===== config.mk =====
export PLATFORM = sky130hd
export DESIGN_NAME = midi_track_event_parser_core
export DESIGN_NICKNAME = d
export VERILOG_FILES = /design/src/design/mtep_pkg.sv /design/src/design/mtep_in_reg.sv /design/src/design/mtep_parser.sv /design/src/design/mtep_out_reg.sv /design/src/design/midi_track_event_parser_core.sv
export SDC_FILE = /design/constraint.sdc
export NUM_CORES = 1
export LEC_CHECK = 0
export ABC_AREA = 1
export BUFFER_PORTS_ARGS = -buffer_cell sky130_fd_sc_hd__buf_2
export CORE_MARGIN = 2
export CORE_UTILIZATION = 56
export CTS_CLUSTER_DIAMETER = 60
export DETAILED_ROUTE_END_ITERATION = 10
export GPL_TIMING_DRIVEN = 0
export MAX_ROUTING_LAYER = met4
export PLACE_DENSITY_LB_ADDON = 0.05
export SETUP_SLACK_MARGIN = 0.2
export SLEW_MARGIN = 20
export SYNTH_ARGS = -nofsm -noshare
export SYNTH_HDL_FRONTEND = slang
export SYNTH_SLANG_ARGS = --single-unit

===== constraint.sdc =====
create_clock -name clk_i -period 5 [get_ports clk_i]
set_clock_uncertainty 0.15 [all_clocks]
set_input_delay 0.75 -clock clk_i [delete_from_list [all_inputs] [get_ports clk_i]]
set_output_delay 0.75 -clock clk_i [all_outputs]
set_load 0.05 [all_outputs]

===== src/design/mtep_pkg.sv =====
// Package for the MIDI track event parser: shared constants, status codes
// and the packed input and result types used by every module of the block.
// No dependencies.
package mtep_pkg;

  // Width of the saturating absolute tick counter (32 to 64).
  localparam int unsigned TICK_BITS = 48;
  // Variable-length quantities keep only their low 32 bits.
  localparam int unsigned VLQ_BITS  = 32;
  // Width of the tick carried in a result.
  localparam int unsigned OUT_TICK_BITS = 48;

  // Status and meta codes
  localparam logic [7:0] META_STATUS   = 8'hFF;
  localparam logic [7:0] META_EOT_TYPE = 8'h2F;
  localparam logic [7:0] SYSEX_START   = 8'hF0;
  localparam logic [7:0] SYSEX_ESCAPE  = 8'hF7;
  localparam logic [7:0] SYS_MTC_QF    = 8'hF1;
  localparam logic [7:0] SYS_SONG_POS  = 8'hF2;
  localparam logic [7:0] SYS_SONG_SEL  = 8'hF3;
  localparam logic [3:0] CH_PROG_CHG   = 4'hC;
  localparam logic [3:0] CH_PRESSURE   = 4'hD;
  localparam logic [3:0] SYS_NIBBLE    = 4'hF;

  // One byte of track body
  typedef struct packed {
    logic [7:0] data_byte;
    logic       track_start;
  } in_item_t;

  // One decoded event
  typedef struct packed {
    logic [OUT_TICK_BITS-1:0] event_tick;
    logic [7:0]               status_byte;
    logic [6:0]               data_one;
    logic [6:0]               data_two;
    logic [1:0]               event_length;
    logic                     end_of_track;
  } result_t;

  // Parser status towards the top level
  typedef struct packed {
    logic res_valid;
    logic idle;
  } parser_status_t;

endpackage


===== src/design/mtep_in_reg.sv =====
// Input register stage of the MIDI track event parser.
// Holds one transferred byte until the parser stage can take it.
// Depends on mtep_pkg.
module mtep_in_reg (
  input  logic               clk_i,
  input  logic               rst_ni,
  input  logic               in_valid_i,
  output logic               in_ready_o,
  input  mtep_pkg::in_item_t in_item_i,
  input  logic               advance_i,
  output logic               step_o,
  output mtep_pkg::in_item_t item_o
);
  import mtep_pkg::*;

  logic     valid_q, valid_d;
  in_item_t item_q;
  logic     load;

  // Free when empty or when the held byte moves on this cycle
  assign in_ready_o = !valid_q || advance_i;
  assign load       = in_valid_i && in_ready_o;
  assign step_o     = valid_q && advance_i;
  assign item_o     = item_q;

  always_comb begin
    valid_d = valid_q;
    if (load) begin
      valid_d = 1'b1;
    end else if (advance_i) begin
      valid_d = 1'b0;
    end
  end

  always_ff @(posedge clk_i or negedge rst_ni) begin
    if (!rst_ni) begin
      valid_q <= 1'b0;
    end else begin
      valid_q <= valid_d;
    end
  end

  // Payload, no reset
  always_ff @(posedge clk_i) begin
    if (load) begin
      item_q <= in_item_i;
    end
  end

endmodule


===== src/design/mtep_parser.sv =====
// Byte-wise phase machine of the MIDI track event parser: delta-time
// decoding, saturating tick, message assembly and meta/sysex skipping.
// Depends on mtep_pkg.
module mtep_parser (
  input  logic                     clk_i,
  input  logic                     rst_ni,
  input  logic                     step_i,
  input  mtep_pkg::in_item_t       item_i,
  output mtep_pkg::result_t        result_o,
  output mtep_pkg::parser_status_t status_o
);
  import mtep_pkg::*;

  typedef enum logic [2:0] {
    PH_DELTA  = 3'd0,
    PH_STATUS = 3'd1,
    PH_DATA1  = 3'd2,
    PH_DATA2  = 3'd3,
    PH_META   = 3'd4,
    PH_LEN    = 3'd5,
    PH_SKIP   = 3'd6,
    PH_IDLE   = 3'd7
  } phase_e;

  phase_e               phase_q, phase_d, phase_c;
  logic [VLQ_BITS-1:0]  delta_q, delta_d, delta_c;
  logic [TICK_BITS-1:0] tick_q, tick_d, tick_c;
  logic [7:0]           status_q, status_d, status_c;
  logic [6:0]           first_q, first_d, first_c;
  logic [1:0]           remain_q, remain_d, remain_c;
  logic [VLQ_BITS-1:0]  skip_q, skip_d, skip_c;

  logic [7:0]           b;
  logic [VLQ_BITS-1:0]  delta_shift;
  logic [VLQ_BITS-1:0]  skip_shift;
  logic [VLQ_BITS-1:0]  skip_dec;
  logic [TICK_BITS:0]   tick_sum;
  logic [1:0]           need;
  logic                 res_valid;
  result_t              res;

  assign b = item_i.data_byte;

  // Track start clears everything before the byte is used
  always_comb begin
    if (item_i.track_start) begin
      phase_c  = PH_DELTA;
      delta_c  = '0;
      tick_c   = '0;
      status_c = '0;
      first_c  = '0;
      remain_c = '0;
      skip_c   = '0;
    end else begin
      phase_c  = phase_q;
      delta_c  = delta_q;
      tick_c   = tick_q;
      status_c = status_q;
      first_c  = first_q;
      remain_c = remain_q;
      skip_c   = skip_q;
    end
  end

  // Quantity shift-in, saturating add, skip countdown
  assign delta_shift = {delta_c[VLQ_BITS-8:0], b[6:0]};
  assign skip_shift  = {skip_c[VLQ_BITS-8:0], b[6:0]};
  assign skip_dec    = (skip_c != '0) ? skip_c - VLQ_BITS'(1) : skip_c;
  assign tick_sum    = {1'b0, tick_c} + (TICK_BITS+1)'(delta_shift);

  // Data bytes needed after a status byte
  always_comb begin
    if (b[7:4] != SYS_NIBBLE) begin
      need = (b[7:4] == CH_PROG_CHG || b[7:4] == CH_PRESSURE) ? 2'd1 : 2'd2;
    end else if (b == SYS_MTC_QF || b == SYS_SONG_SEL) begin
      need = 2'd1;
    end else if (b == SYS_SONG_POS) begin
      need = 2'd2;
    end else begin
      need = 2'd0;
    end
  end

  // Phase machine
  always_comb begin
    phase_d   = phase_c;
    delta_d   = delta_c;
    tick_d    = tick_c;
    status_d  = status_c;
    first_d   = first_c;
    remain_d  = remain_c;
    skip_d    = skip_c;
    res_valid = 1'b0;
    res       = '0;
    unique case (phase_c)
      PH_DELTA: begin
        delta_d = delta_shift;
        if (!b[7]) begin
          tick_d  = tick_sum[TICK_BITS] ? '1 : tick_sum[TICK_BITS-1:0];
          delta_d = '0;
          phase_d = PH_STATUS;
        end
      end
      PH_STATUS: begin
        if (!b[7]) begin
          phase_d = PH_DELTA;
        end else if (b == META_STATUS) begin
          phase_d = PH_META;
        end else if (b == SYSEX_START || b == SYSEX_ESCAPE) begin
          skip_d  = '0;
          phase_d = PH_LEN;
        end else begin
          status_d = b;
          remain_d = need;
          if (need == 2'd0) begin
            phase_d          = PH_DELTA;
            res_valid        = 1'b1;
            res.event_tick   = OUT_TICK_BITS'(tick_c);
            res.status_byte  = b;
            res.event_length = 2'd1;
          end else begin
            phase_d = PH_DATA1;
          end
        end
      end
      PH_DATA1: begin
        first_d = b[6:0];
        if (remain_c == 2'd1) begin
          remain_d         = '0;
          phase_d          = PH_DELTA;
          res_valid        = 1'b1;
          res.event_tick   = OUT_TICK_BITS'(tick_c);
          res.status_byte  = status_c;
          res.data_one     = b[6:0];
          res.event_length = 2'd2;
        end else begin
          remain_d = 2'd1;
          phase_d  = PH_DATA2;
        end
      end
      PH_DATA2: begin
        remain_d         = '0;
        phase_d          = PH_DELTA;
        res_valid        = 1'b1;
        res.event_tick   = OUT_TICK_BITS'(tick_c);
        res.status_byte  = status_c;
        res.data_one     = first_c;
        res.data_two     = b[6:0];
        res.event_length = 2'd3;
      end
      PH_META: begin
        if (b == META_EOT_TYPE) begin
          phase_d          = PH_IDLE;
          res_valid        = 1'b1;
          res.event_tick   = OUT_TICK_BITS'(tick_c);
          res.end_of_track = 1'b1;
        end else begin
          skip_d  = '0;
          phase_d = PH_LEN;
        end
      end
      PH_LEN: begin
        skip_d = skip_shift;
        if (!b[7]) begin
          phase_d = (skip_shift == '0) ? PH_DELTA : PH_SKIP;
        end
      end
      PH_SKIP: begin
        skip_d = skip_dec;
        if (skip_dec == '0) begin
          phase_d = PH_DELTA;
        end
      end
      PH_IDLE: begin
        phase_d = PH_IDLE;
      end
      default: begin
        phase_d = PH_DELTA;
      end
    endcase
  end

  assign result_o           = res;
  assign status_o.res_valid = step_i && res_valid;
  assign status_o.idle      = (phase_q == PH_IDLE);

  // State registers
  always_ff @(posedge clk_i or negedge rst_ni) begin
    if (!rst_ni) begin
      phase_q  <= PH_DELTA;
      delta_q  <= '0;
      tick_q   <= '0;
      status_q <= '0;
      first_q  <= '0;
      remain_q <= '0;
      skip_q   <= '0;
    end else if (step_i) begin
      phase_q  <= phase_d;
      delta_q  <= delta_d;
      tick_q   <= tick_d;
      status_q <= status_d;
      first_q  <= first_d;
      remain_q <= remain_d;
      skip_q   <= skip_d;
    end
  end

endmodule


===== src/design/mtep_out_reg.sv =====
// Result register of the MIDI track event parser.
// Holds one decoded event until the downstream side takes it.
// Depends on mtep_pkg.
module mtep_out_reg (
  input  logic              clk_i,
  input  logic              rst_ni,
  input  logic              load_i,
  input  mtep_pkg::result_t result_i,
  output logic              advance_o,
  output logic              out_valid_o,
  input  logic              out_ready_i,
  output mtep_pkg::result_t out_item_o
);
  import mtep_pkg::*;

  logic    valid_q, valid_d;
  result_t item_q;

  // Parser may move on when the register is empty or drains now
  assign advance_o   = !valid_q || out_ready_i;
  assign out_valid_o = valid_q;
  assign out_item_o  = item_q;

  always_comb begin
    valid_d = valid_q;
    if (advance_o) begin
      valid_d = load_i;
    end
  end

  always_ff @(posedge clk_i or negedge rst_ni) begin
    if (!rst_ni) begin
      valid_q <= 1'b0;
    end else begin
      valid_q <= valid_d;
    end
  end

  // Payload, no reset
  always_ff @(posedge clk_i) begin
    if (advance_o && load_i) begin
      item_q <= result_i;
    end
  end

endmodule


===== src/design/midi_track_event_parser_core.sv =====
// MIDI track event parser, top level. Depends on mtep_pkg, mtep_in_reg,
// mtep_parser and mtep_out_reg.
// Throughput: one byte per cycle unless the full result register stalls.
// The phase machine steps once per byte and registers each result.
// Reset (rst_ni, asynchronous, active low): empty stages, phase expects a
// delta time, tick and held fields cleared.
module midi_track_event_parser_core (
  input  logic               clk_i,
  input  logic               rst_ni,
  input  logic               in_valid_i,
  output logic               in_ready_o,
  input  mtep_pkg::in_item_t in_item_i,
  output logic               out_valid_o,
  input  logic               out_ready_i,
  output mtep_pkg::result_t  out_item_o
);
  import mtep_pkg::*;

  logic           advance;
  logic           step;
  in_item_t       item;
  result_t        result;
  parser_status_t pstat;

  // Input register
  mtep_in_reg u_in_reg (
    .clk_i      (clk_i),
    .rst_ni     (rst_ni),
    .in_valid_i (in_valid_i),
    .in_ready_o (in_ready_o),
    .in_item_i  (in_item_i),
    .advance_i  (advance),
    .step_o     (step),
    .item_o     (item)
  );

  // Phase machine
  mtep_parser u_parser (
    .clk_i    (clk_i),
    .rst_ni   (rst_ni),
    .step_i   (step),
    .item_i   (item),
    .result_o (result),
    .status_o (pstat)
  );

  // Result register
  mtep_out_reg u_out_reg (
    .clk_i       (clk_i),
    .rst_ni      (rst_ni),
    .load_i      (pstat.res_valid),
    .result_i    (result),
    .advance_o   (advance),
    .out_valid_o (out_valid_o),
    .out_ready_i (out_ready_i),
    .out_item_o  (out_item_o)
  );

  // Input side stalls only behind a full, stalled result register
  a_stall_cause: assert property (@(posedge clk_i) disable iff (!rst_ni)
    !in_ready_o |-> (out_valid_o && !out_ready_i))
    else $error("input stalled without a blocked result");

  // A result is produced only for a byte that actually steps the parser
  a_result_step: assert property (@(posedge clk_i) disable iff (!rst_ni)
    pstat.res_valid |-> step)
    else $error("result without a parser step");

  // End of track leaves the parser idle
  a_eot_idle: assert property (@(posedge clk_i) disable iff (!rst_ni)
    (pstat.res_valid && result.end_of_track) |=> pstat.idle)
    else $error("parser not idle after end of track");

  // A loaded result appears on the output in the next cycle
  a_result_load: assert property (@(posedge clk_i) disable iff (!rst_ni)
    pstat.res_valid |=> (out_valid_o && out_item_o == $past(result)))
    else $error("result not registered");

endmodule

==> results of run 1 <==
-- report_power, final --
group	switching [mW]	internal, mW	total, mW	leakage [nW]
clock	0.779	1.20	1.98	0.436
sequential	0.105	1.93	2.03	2.37
combinational	0.827	0.331	1.16	4.49
total	1.71	3.46	5.17	7.30
-- critical path, stage by stage, from the launching register on --
cell,delay (ns)
sky130_fd_sc_hd__edfxtp_1,0.42
sky130_fd_sc_hd__inv_2,0.22
sky130_fd_sc_hd__buf_4,0.23
sky130_fd_sc_hd__buf_2,0.24
sky130_fd_sc_hd__buf_2,0.40
sky130_fd_sc_hd__clkbuf_2,0.42
sky130_fd_sc_hd__nand2_1,0.15
sky130_fd_sc_hd__inv_1,0.14
sky130_fd_sc_hd__ha_1,0.32
sky130_fd_sc_hd__a21oi_1,0.22
sky130_fd_sc_hd__o21ai_0,0.18
sky130_fd_sc_hd__nand2_1,0.09
sky130_fd_sc_hd__nand2_1,0.06
sky130_fd_sc_hd__a211oi_1,0.20
sky130_fd_sc_hd__nand2_1,0.17
sky130_fd_sc_hd__nand3_1,0.10
sky130_fd_sc_hd__nand2_1,0.06
sky130_fd_sc_hd__inv_2,0.12
sky130_fd_sc_hd__buf_2,0.25
sky130_fd_sc_hd__nand2_1,0.08
sky130_fd_sc_hd__o22ai_1,0.15
sky130_fd_sc_hd__inv_1,0.09
-- state kept, by name, summed over array words and instances (netlist names) --
signal	count
u_out_reg.out_item_o	73
u_parser.tick_q	48
u_parser.skip_q	32
u_parser.delta_q	25
u_in_reg.item_o	9
u_parser.status_q	8
u_parser.first_q	7
u_parser.phase_q	3
u_parser.remain_q	2
u_in_reg.valid_q	1
u_out_reg.out_valid_o	1
-- metal layers --
metal | up-vias | wire (microns) | track usage | part of all wire
li1 | 6496 | - | - | -
met1 | 6579 | 20700 | 0.546 | 0.42
met2 | 901 | 21200 | 0.575 | 0.43
met3 | 146 | 5160 | 0.0706 | 0.11
met4 | 0 | 1830 | 0.136 | 0.037
met5 | - | 0 | - | 0
-- what timing repair did --
action | in CTS | in global routing
hold buffers | 1 | 0
gates resized for setup | 1 | 7
endpoints found under the hold margin | 39 | 0
setup endpoints to repair | 2 | 45
gates cloned | 0 | 0
-- synthesized netlist by cell type (8+ instances only) --
cell type and instances:
sky130_fd_sc_hd__a21o_1 9, sky130_fd_sc_hd__a21oi_1 82, sky130_fd_sc_hd__a31oi_1 19, sky130_fd_sc_hd__buf_1 10, sky130_fd_sc_hd__buf_2 11, sky130_fd_sc_hd__clkbuf_1 48
sky130_fd_sc_hd__dfrtp_1 127, sky130_fd_sc_hd__edfxtp_1 82, sky130_fd_sc_hd__ha_1 34, sky130_fd_sc_hd__inv_1 200, sky130_fd_sc_hd__nand2_1 444, sky130_fd_sc_hd__nand2_2 17
sky130_fd_sc_hd__nand2_4 8, sky130_fd_sc_hd__nand3_1 98, sky130_fd_sc_hd__nand4_1 15, sky130_fd_sc_hd__nor2_1 241, sky130_fd_sc_hd__nor2_2 17, sky130_fd_sc_hd__nor3_1 31
sky130_fd_sc_hd__o211ai_1 28, sky130_fd_sc_hd__o21ai_0 127, sky130_fd_sc_hd__o21ai_1 13, sky130_fd_sc_hd__o22ai_1 88, sky130_fd_sc_hd__xnor2_1 18, sky130_fd_sc_hd__xor2_1 24
-- layout by cell type, fill, tap and decap left out, drive strengths merged, types with 34 or more instances in the layout --
master  count
edfxtp     82
buf       117
nand3      98
nor2      258
ha         34
inv       209
o22ai      91
dfrtp     127
nand2     469
clkbuf     83
a21oi      82
o21ai     142
-- cell type report --
class,count,area (sq um)
diodes,2,5.00
plain buffers,78,373
clock buffers,31,691
clock inverters,17,208
fillers,2151,8570
inverters,208,781
multi-input cells,1359,6870
flip-flops and latches,209,5640
well taps,324,405
repair buffers,92,558
-- logic make-up after synthesis --
kind of cell,after synthesis,synth area share
AO/OA/AOI/OAI,397,0.170
XOR/XNOR,42,0.0269
adder cells (fa/ha/maj),35,0.0326
buffers and inverters,286,0.0840
flip-flops,209,0.413
AND/OR/NAND/NOR,885,0.273
-- worst max path at each step --
stage	from	cells past startpoint	to
floorplan	u_in_reg.item_o[8]	13	u_out_reg.out_item_o[0]
global placement	u_in_reg.item_o[2]	11	u_out_reg.out_item_o[41]
detailed placement	u_in_reg.item_o[0]	19	u_parser.tick_q[37]
CTS	u_in_reg.item_o[0]	21	u_parser.tick_q[43]
global route	u_in_reg.item_o[0]	21	u_parser.tick_q[43]
finish	u_in_reg.item_o[0]	21	u_parser.tick_q[43]
-- through the flow --
step                total power, mW  hold slack, ns  cells  setup TNS (ns)
global route                   5.35           0.234   2319               0
finish                         5.17           0.239   2320               0
CTS                            5.13           0.227   2318               0
global placement               3.14           0.313   2265          -67.04
detailed placement             3.17           0.316   2269               0
floorplan                      2.81           0.299   1854               0
==> run summary, run 1 <==
Run status
* status: finished clean

Timing
* worst-case headroom to the max-slew limit: 0.382
* Setup WS post-layout: 0.433 ns
* unrepaired setup endpoints after global routing: no
* Slew Viols, Final: 0
* ratio of final minimum period to clock period: 0.913
* count of final setup violators: 0
* Final min period: 4.57 ns
* upper clock frequency limit: 0.219 GHz
* Tightest Pin Transition: 0.927 ns
* final number of hold-violating endpoints: 0

Critical path
* R2R cell count: 21
* Arr. time, crit path: 4.84 ns
* required time at the endpoint of the critical path: 5.27 ns
* internal reg-to-reg setup slack: 0.43 ns
* Worst Path Max Fanout: 10
* Worst Setup End Kind: flip-flop
* category of the worst setup path launch point: flip-flop
* FF-to-FF Start: u_in_reg.item_o[0]
* path type of the worst setup path: reg -> reg
* critical register-to-register path endpoint: u_parser.tick_q[43]

Routing
* vias per std cell: 6.09
* average routed wire per standard cell: 21.1 microns
* number of remaining DRC errors: 0
* count of vias placed by the detailed router: 14100
* DRC marker count from the first detailed-route iteration: 1870
* post-route antenna net violation count: 0
* DR pass1 iterations: 8
* Detailed Route WL: 48900 microns

GRT
* global-route wire length before repair: 75400 microns
* total global-route track usage: 0.391
* maximum number of pins on one net before global-route repair: 89
* vias in the first global route: 13400
* number of antenna violations at the first check in global routing: 1
* grt total ovfl: 0

Worst hold path
* startpoint of the worst hold path: in_item_i[4]
* kind of path behind the tightest hold check: in -> reg
* Min-Delay Path Depth: 1
* Hold Path Sink: u_in_reg.item_o[4]

Placed design
* DPL Wire Length: 36600 microns
* setup slack after placement: 0.202 ns
* placed standard-cell area: 14600 sq um
* PortBufs: 87
* Final GP Congestion: 1.02

Pwr
* VDD IR-drop max: 0.338 mV
* static leakage: 7.30 nW
* power density relative to cell area: 333 nW/um^2

CTS
* sinks on the clock net: 209
* Num CTS Buffers: 26
* Clock Pin Slew Worst Setup and Hold Paths: 0.06 ns
* H-Tree Level Count: 1
* # Post-CTS Setup Buffers: 0
* TritonCTS clock tree: built
* CTS max path bufs: 3
* clk root buf: sky130_fd_sc_hd__clkbuf_16
* clock latency on the worst-skew pair: 0.55 ns

Synth
* number of enable flip-flop cells after synthesis: 82
* part of the Yosys area used for sequential elements: 0.413
* post-synth top area share: 0.233
* synthesized area per cell: 7.36 sq um
* Synth area leaders: sky130_fd_sc_hd__dfrtp_1 (23%), sky130_fd_sc_hd__edfxtp_1 (18%), sky130_fd_sc_hd__nand2_1 (12%), sky130_fd_sc_hd__nor2_1 (6.6%), sky130_fd_sc_hd__inv_1 (5.5%)
* post-synthesis instance area: 13700 sq um
* biggest area consumer among synthesized cells: sky130_fd_sc_hd__dfrtp_1
* synthesized instance count: 1854
* Ys Warns: 0
* post-synthesis net count: 1902
* Seq cells post-synth: 209
* Primary FF master, synth: sky130_fd_sc_hd__dfrtp_1
* count of distinct cell types in the synthesized netlist: 48
* fraction of registers with async set/reset: 0.608

Floorplanning
* Ports: 88
* Core Region: 24100 sq um
* num rows: 57
* Die Y: 160 microns
* starting density of the core: 0.566
* area of the die: 25600 sq um
* width of the die: 160 microns

Run
* MaxCap Viol Count: 0

Layout
* area of all placed cells without fillers: 15500 sq um
* utilization after layout: 0.644
* Layout Area Growth over Synthesis: 13.8%
* fraction of layout cells with a size suffix above 1: 0.109
* Final #Nets: 2022

Power figures use the tool's default switching activity.
==> run 2: changes to the inputs <==
--- a/config.mk
+++ b/config.mk
@@ -5,12 +5,13 @@
 export SDC_FILE = /design/constraint.sdc
 export NUM_CORES = 1
 export LEC_CHECK = 0
-export ABC_AREA = 1
 export BUFFER_PORTS_ARGS = -buffer_cell sky130_fd_sc_hd__buf_2
 export CORE_MARGIN = 2
-export CORE_UTILIZATION = 56
+export CORE_UTILIZATION = 55
 export CTS_CLUSTER_DIAMETER = 60
+export CTS_CLUSTER_SIZE = 30
 export DETAILED_ROUTE_END_ITERATION = 10
+export GPL_ROUTABILITY_DRIVEN = 0
 export GPL_TIMING_DRIVEN = 0
 export MAX_ROUTING_LAYER = met4
 export PLACE_DENSITY_LB_ADDON = 0.05
==> run 2 against run 1 <==
Critical path depth shrank 3; count of clock-buffer cells in the layout shrank 9; die area shrank 6.9%; sequential share of layout area up 3.0 points; largest cell class unchanged; total power is 22% higher; critical path type unchanged; highest routed layer unchanged.
==> run summary, run 2 <==
Layout
* most frequent standard cell in the layout excluding fill and tap cells: sky130_fd_sc_hd__nand2_1
* Layout Area Growth over Synthesis: 15.4%
* most frequent cells in the layout: sky130_fd_sc_hd__nand2_1 (160), sky130_fd_sc_hd__dfrtp_1 (127), sky130_fd_sc_hd__nor2b_1 (106)
* max FFs per register: 73
* Final #Nets: 1515
* diode insertion count for antenna repair: 0
* fraction of layout cells with a size suffix above 1: 0.135

GRT
* maximum number of pins on one net before global-route repair: 85
* total global-route track usage: 0.335
* vias in the first global route: 10800
* number of antenna violations at the first check in global routing: 0
* grt total ovfl: 0
* global-route wire length before repair: 61100 microns

Routing
* vias per std cell: 6.59
* count of vias placed by the detailed router: 11600
* average routed wire per standard cell: 22.2 microns
* DRC marker count from the first detailed-route iteration: 1664
* DR pass1 iterations: 6
* post-route antenna net violation count: 0
* Detailed Route WL: 39200 microns
* number of remaining DRC errors: 0

Critical path
* launch point of the worst path: u_in_reg.item_o[0]
* category of the worst setup path launch point: flip-flop
* FF-to-FF Start: u_in_reg.item_o[0]
* required time at the endpoint of the critical path: 5.27 ns
* cell with the largest stage delay on the worst path: sky130_fd_sc_hd__or4_1
* gate family responsible for the most delay along the worst path: buffers and inverters
* Worst Setup End Kind: flip-flop
* number of buffers and inverters on the critical path: 7
* path type of the worst setup path: reg -> reg
* R2R cell count: 18
* critical register-to-register path endpoint: u_parser.tick_q[41]
* crit-path max cell delay: 0.49 ns
* Arr. time, crit path: 4.92 ns
* internal reg-to-reg setup slack: 0.35 ns
* Critical Path, Cell by Cell: buf_8 -> clkbuf_8 -> buf_8 -> clkbuf_8 -> buf_6 -> clkbuf_2 -> nor2b_1 -> ha_1 -> a21oi_1 -> o21ai_0 -> and2_1 -> a2111oi_4 -> o31ai_2 -> buf_4 -> a31oi_4 -> nor3_1 -> or4_1 -> o211a_1
* Worst Path Max Fanout: 10

Synth
* mux cell area share after synthesis: 0.00412
* synthesized area per cell: 9.26 sq um
* part of the Yosys area used for sequential elements: 0.453
* Synth top cells by count: sky130_fd_sc_hd__nand2_1 (160), sky130_fd_sc_hd__dfrtp_1 (127), sky130_fd_sc_hd__nor2b_1 (108), sky130_fd_sc_hd__o21ai_0 (103), sky130_fd_sc_hd__nor2_1 (88)
* Seq cells post-synth: 209
* count of distinct cell types in the synthesized netlist: 78
* Primary FF master, synth: sky130_fd_sc_hd__dfrtp_1
* main combinational cell family by area after synthesis: compound AO/OA/AOI/OAI gates
* post-synth top area share: 0.255
* synthesized instance count: 1345
* post-synthesis instance area: 12500 sq um
* biggest area consumer among synthesized cells: sky130_fd_sc_hd__dfrtp_1
* fraction of registers with async set/reset: 0.608
* most common cell in the netlist: sky130_fd_sc_hd__nand2_1
* post-synthesis net count: 1393
* number of enable flip-flop cells after synthesis: 82
* area share of fa/ha/maj cells after synthesis: 0.0358
* synthesized-area fraction occupied by ao, oa, aoi and oai cells: 0.226
* area share of and/or/nand/nor cells after synthesis: 0.218
* Synth Area in XOR/XNOR: 0.0260
* Ys Warns: 0
* Synth area leaders: sky130_fd_sc_hd__dfrtp_1 (26%), sky130_fd_sc_hd__edfxtp_1 (20%), sky130_fd_sc_hd__nor2b_1 (5.4%), sky130_fd_sc_hd__nand2_1 (4.8%), sky130_fd_sc_hd__o21ai_0 (4.1%)

Timing
* Tightest Pin Transition: 1.06 ns
* Final min period: 4.65 ns
* unrepaired setup endpoints after global routing: no
* Slew Viols, Final: 0
* worst-case headroom to the max-slew limit: 0.287
* ratio of final minimum period to clock period: 0.930
* upper clock frequency limit: 0.215 GHz
* final number of hold-violating endpoints: 0
* worst hold-check slack: 0.255 ns
* Setup WS post-layout: 0.349 ns
* count of final setup violators: 0

Pwr
* static leakage: 6.07 nW
* power density relative to cell area: 438 nW/um^2
* VDD IR-drop max: 0.406 mV

CTS
* Clock Pin Slew Worst Setup and Hold Paths: 0.08 ns
* clock latency on the worst-skew pair: 0.52 ns
* Num CTS Buffers: 19
* TritonCTS clock tree: built
* clk root buf: sky130_fd_sc_hd__clkbuf_16
* CTS max path bufs: 3
* sinks on the clock net: 209
* H-Tree Level Count: 1

Run status
* status: finished clean

Worst hold path
* Hold Path Sink: u_in_reg.item_o[1]
* Min-Delay Path Depth: 1
* kind of path behind the tightest hold check: in -> reg
* startpoint of the worst hold path: in_item_i[1]

Floorplanning
* Ports: 88
* starting density of the core: 0.555
* Core Region: 22400 sq um
* num rows: 55
* area of the die: 23900 sq um
* Die Y: 154 microns
* width of the die: 154 microns

Placed design
* PortBufs: 87
* DPL Wire Length: 27500 microns
* setup slack after placement: -2.31 ns

Run
* MaxCap Viol Count: 0

[run 2: cell count changes after synthesis, moves of 17 or more]
cell / delta
sky130_fd_sc_hd__nand2_1: -284
sky130_fd_sc_hd__inv_1: -175
sky130_fd_sc_hd__nor2_1: -153
sky130_fd_sc_hd__nor2b_1: +108
sky130_fd_sc_hd__o22ai_1: -86
sky130_fd_sc_hd__nand3_1: -62
sky130_fd_sc_hd__a22o_1: +47
sky130_fd_sc_hd__clkbuf_1: +29
sky130_fd_sc_hd__o21ai_0: -24
sky130_fd_sc_hd__a22oi_1: +17
sky130_fd_sc_hd__nand2_2: -17
sky130_fd_sc_hd__nor2_2: -17
[run 2: layout make-up]
type	instances	area [sq um]
well taps	285	357
fillers	1897	8070
plain buffers	90	469
clock inverters	11	130
clock buffers	22	508
multi-input cells	1020	6540
inverters	25	97.6
repair buffers	102	623
flip-flops and latches	209	5640
[run 2: cell families (layout without fill, tap and decap cells)]
family / count (synthesis) / count (layout)
compound gates: 411 / 411
flops: 209 / 209
fa+ha+maj: 35 / 35
simple gates: 532 / 532
xor+xnor: 37 / 37
buf+inv: 116 / 250
mux: 5 / 5
[run 2: worst max path at each step]
stage,end,cells after the start,slack [ns]
global placement,u_parser.tick_q[24],16,-2.36
detailed placement,u_parser.tick_q[28],16,-2.31
finish,u_parser.tick_q[41],18,0.35
CTS,u_parser.tick_q[28],17,0.20
global route,u_parser.tick_q[28],18,0.19
floorplan,u_parser.tick_q[41],19,0.26
[run 2: timing repair]
action                                  in CTS  in global routing
pin swaps                                    3                  5
endpoints found under the setup margin      79                 44
hold buffers                                 1                  0
buffers inserted                             7                  3
cloned                                       0                  1
hold endpoints to repair                    43                  0
resized for setup                           50                 32
[run 2: worst reg2reg max path, stage by stage (launching register included)]
cell and delay [ns]:
sky130_fd_sc_hd__edfxtp_1 0.44, sky130_fd_sc_hd__buf_8 0.15, sky130_fd_sc_hd__clkbuf_8 0.19, sky130_fd_sc_hd__buf_8 0.19, sky130_fd_sc_hd__clkbuf_8 0.21, sky130_fd_sc_hd__buf_6 0.18, sky130_fd_sc_hd__clkbuf_2 0.31, sky130_fd_sc_hd__nor2b_1 0.11
sky130_fd_sc_hd__ha_1 0.37, sky130_fd_sc_hd__a21oi_1 0.14, sky130_fd_sc_hd__o21ai_0 0.13, sky130_fd_sc_hd__and2_1 0.22, sky130_fd_sc_hd__a2111oi_4 0.39, sky130_fd_sc_hd__o31ai_2 0.08, sky130_fd_sc_hd__buf_4 0.16, sky130_fd_sc_hd__a31oi_4 0.32
sky130_fd_sc_hd__nor3_1 0.16, sky130_fd_sc_hd__or4_1 0.49, sky130_fd_sc_hd__o211a_1 0.14
[run 2: power breakdown]
part / internal [mW] / switching (mW) / total, mW
Clock: 0.771 / 0.738 / 1.51
Sequential: 2.00 / 0.207 / 2.21
Combinational: 0.839 / 1.73 / 2.57
[run 2: stage by stage]
| step | total power, mW | instances | instance area, sq um | setup TNS, ns | utilization |
|---|---|---|---|---|---|
| after floorplan | 3.94 | 1345 | 12500 | 0 | - |
| after global placement | 4.60 | 1717 | 13300 | -206.51 | 0.591 |
| after detailed placement | 4.63 | 1720 | 13400 | -101.85 | 0.595 |
| after CTS | 6.17 | 1760 | 14200 | 0 | 0.634 |
| after global routing | 6.58 | 1764 | 14400 | 0 | 0.640 |
| final | 6.28 | 1764 | 14400 | 0 | 0.640 |
[run 2: per-layer routing]
layer / part of all wire / up-vias / track usage
met1: 0.43 / 5576 / 0.474
met4: 0.038 / 0 / 0.124
met3: 0.11 / 138 / 0.0799
met5: 0 / - / -
li1: - / 5223 / -
met2: 0.42 / 691 / 0.471
==> run 3: changes to the inputs <==
--- a/config.mk
+++ b/config.mk
@@ -14,7 +14,7 @@
 export GPL_ROUTABILITY_DRIVEN = 0
 export GPL_TIMING_DRIVEN = 0
 export MAX_ROUTING_LAYER = met4
-export PLACE_DENSITY_LB_ADDON = 0.05
+export PLACE_DENSITY = 0.77
 export SETUP_SLACK_MARGIN = 0.2
 export SLEW_MARGIN = 20
 export SYNTH_ARGS = -nofsm -noshare
==> run 3 against run 2 <==
The flow now finishes with violations (hold timing); fmax fell by 1.9%; sequential power barely moved; critical path depth fell by 2; total power rose by 3.7%; first-iteration DRC count fell by 10%; sequential cell count did not move; global-route usage fell by 0.25 points; worst hold slack got worse by 0.26 ns; critical path type unchanged; critical endpoint is now u_parser.phase_q[1]; largest cell class unchanged; largest power group unchanged.
==> run summary, run 3 (synthesized netlist as in run 2, its figures left out) <==
Layout
* total area of multi-input combinational cells: 6550 sq um
* diode insertion count for antenna repair: 0
* count of fill cells added during filler insertion: 1771
* Non-Filler Instances: 1773
* most frequent standard cell in the layout excluding fill and tap cells: sky130_fd_sc_hd__nand2_1
* most frequent cells in the layout: sky130_fd_sc_hd__nand2_1 (160), sky130_fd_sc_hd__dfrtp_1 (127), sky130_fd_sc_hd__nor2b_1 (106)
* total area of sequential cells: 5640 sq um
* Final #Nets: 1521
* max FFs per register: 73
* Layout Area Growth over Synthesis: 16.8%
* utilization after layout: 0.649
* fraction of layout cells with a size suffix above 1: 0.144
* area of all placed cells without fillers: 14500 sq um

GRT
* global-route wire length before repair: 60900 microns
* grt total ovfl: 0
* vias in the first global route: 11000
* maximum number of pins on one net before global-route repair: 73
* total global-route track usage: 0.333
* number of antenna violations at the first check in global routing: 0

Routing
* post-route antenna net violation count: 0
* average routed wire per standard cell: 22.2 microns
* count of vias placed by the detailed router: 12000
* vias per std cell: 6.76
* DR pass1 iterations: 8
* Detailed Route WL: 39400 microns
* DRC marker count from the first detailed-route iteration: 1491
* number of remaining DRC errors: 0

Pwr
* Net Sw Power: 2.79 mW
* Overall Power: 6.52 mW
* Comb power frac: 0.392
* static leakage: 6.16 nW
* power density relative to cell area: 448 nW/um^2
* VDD IR-drop max: 0.406 mV
* relative contribution of the clock network to total power: 0.269
* register share of total power: 0.339
* internal power of the cells: 3.73 mW
* switching share of power: 0.428

Critical path
* required time at the endpoint of the critical path: 5.28 ns
* Critical Path, Cell by Cell: buf_8 -> clkinvlp_4 -> clkbuf_4 -> clkbuf_4 -> buf_6 -> nand2_1 -> ha_1 -> and2_1 -> a31oi_2 -> o41ai_1 -> or4_1 -> a21oi_1 -> o21bai_1 -> or4_1 -> o31ai_2 -> nand2_1
* Arr. time, crit path: 5.02 ns
* gate family responsible for the most delay along the worst path: simple AND/OR/NAND/NOR gates
* category of the worst setup path launch point: flip-flop
* internal reg-to-reg setup slack: 0.26 ns
* Worst Path Max Fanout: 10
* critical register-to-register path endpoint: u_parser.phase_q[1]
* Worst Setup End Kind: flip-flop
* path type of the worst setup path: reg -> reg
* number of buffers and inverters on the critical path: 5
* FF-to-FF Start: u_in_reg.item_o[0]
* crit-path max cell delay: 0.55 ns
* cell with the largest stage delay on the worst path: sky130_fd_sc_hd__or4_1
* R2R cell count: 16

CTS
* Num CTS Buffers: 21
* Clock Pin Slew Worst Setup and Hold Paths: 0.10 ns
* H-Tree Level Count: 1
* clock latency on the worst-skew pair: 0.55 ns
* TritonCTS clock tree: built
* hold-fix buffer count after cts: 0
* CTS max path bufs: 3
* clk root buf: sky130_fd_sc_hd__clkbuf_16
* sinks on the clock net: 209

Timing
* Final TNS setup: 0 ns
* worst hold-check slack: -0.00378 ns
* Slew Viols, Final: 0
* Tightest Pin Transition: 1.04 ns
* upper clock frequency limit: 0.211 GHz
* worst-case headroom to the max-slew limit: 0.304
* ratio of final minimum period to clock period: 0.948
* Final min period: 4.74 ns
* unrepaired setup endpoints after global routing: no
* Setup WS post-layout: 0.259 ns
* final number of hold-violating endpoints: 13
* count of final setup violators: 0

Floorplanning
* starting density of the core: 0.555
* width of the die: 154 microns
* Core Region: 22400 sq um
* num rows: 55
* Die Y: 154 microns
* Ports: 88
* area of the die: 23900 sq um

Placed design
* DPL Wire Length: 27400 microns
* PortBufs: 87
* count of placed standard cells including taps: 1720
* setup slack after placement: -2.24 ns
* placed standard-cell area: 13300 sq um

Worst hold path
* kind of path behind the tightest hold check: in -> async

Run status
* status: finished with violations
* failing checks: hold timing

Run
* MaxCap Viol Count: 0

run 3: layout make-up:
class	count	area share
well taps	285	0.0245
flip-flops and latches	209	0.388
multi-input cells	1020	0.450
plain buffers	91	0.0333
clock buffers	22	0.0371
clock inverters	16	0.0179
inverters	25	0.00671
repair buffers	105	0.0428
run 3: worst register-to-register path: stages, from the launching register on:
cell and delay [ns]:
sky130_fd_sc_hd__edfxtp_1 0.49, sky130_fd_sc_hd__buf_8 0.18, sky130_fd_sc_hd__clkinvlp_4 0.17, sky130_fd_sc_hd__clkbuf_4 0.25
sky130_fd_sc_hd__clkbuf_4 0.27, sky130_fd_sc_hd__buf_6 0.21, sky130_fd_sc_hd__nand2_1 0.09, sky130_fd_sc_hd__ha_1 0.31
sky130_fd_sc_hd__and2_1 0.25, sky130_fd_sc_hd__a31oi_2 0.26, sky130_fd_sc_hd__o41ai_1 0.17, sky130_fd_sc_hd__or4_1 0.55
sky130_fd_sc_hd__a21oi_1 0.18, sky130_fd_sc_hd__o21bai_1 0.10, sky130_fd_sc_hd__or4_1 0.54, sky130_fd_sc_hd__o31ai_2 0.36
sky130_fd_sc_hd__nand2_1 0.10
run 3: routing by layer:
| metal | track usage | vias to the layer above | wire, microns |
|---|---|---|---|
| met3 | 0.0566 | 199 | 4810 |
| met1 | 0.459 | 5636 | 15200 |
| li1 | - | 5253 | - |
| met5 | - | - | 0 |
| met2 | 0.484 | 902 | 17100 |
| met4 | 0.151 | 0 | 2220 |
run 3: power by group through the flow:
stage	registers [mW]	logic [mW]	clock network (mW)
2_1_floorplan	2.28	1.66	0
3_3_place_gp	2.23	2.33	0
3_5_place_dp	2.23	2.38	0
4_1_cts	2.20	2.41	1.78
5_1_grt	2.23	2.72	1.83
6_report	2.21	2.56	1.75
run 3: worst max path at each step:
stage / from / cells after the start / slack, ns / to
final: u_in_reg.item_o[0] / 16 / 0.26 / u_parser.phase_q[1]
after global routing: u_in_reg.item_o[0] / 21 / 0.17 / u_parser.tick_q[40]
after CTS: u_in_reg.item_o[0] / 21 / 0.20 / u_parser.tick_q[28]
after detailed placement: u_in_reg.item_o[0] / 16 / -2.24 / u_parser.tick_q[28]
after global placement: u_in_reg.item_o[0] / 16 / -2.28 / u_parser.tick_q[24]
after floorplan: u_in_reg.item_o[0] / 19 / 0.26 / u_parser.tick_q[41]
run 3: repair_timing:
item	in CTS	in global routing
resized for setup	48	37
endpoints found under the setup margin	76	44
pin swaps	4	7
gates cloned	0	0
setup buffers	9	6
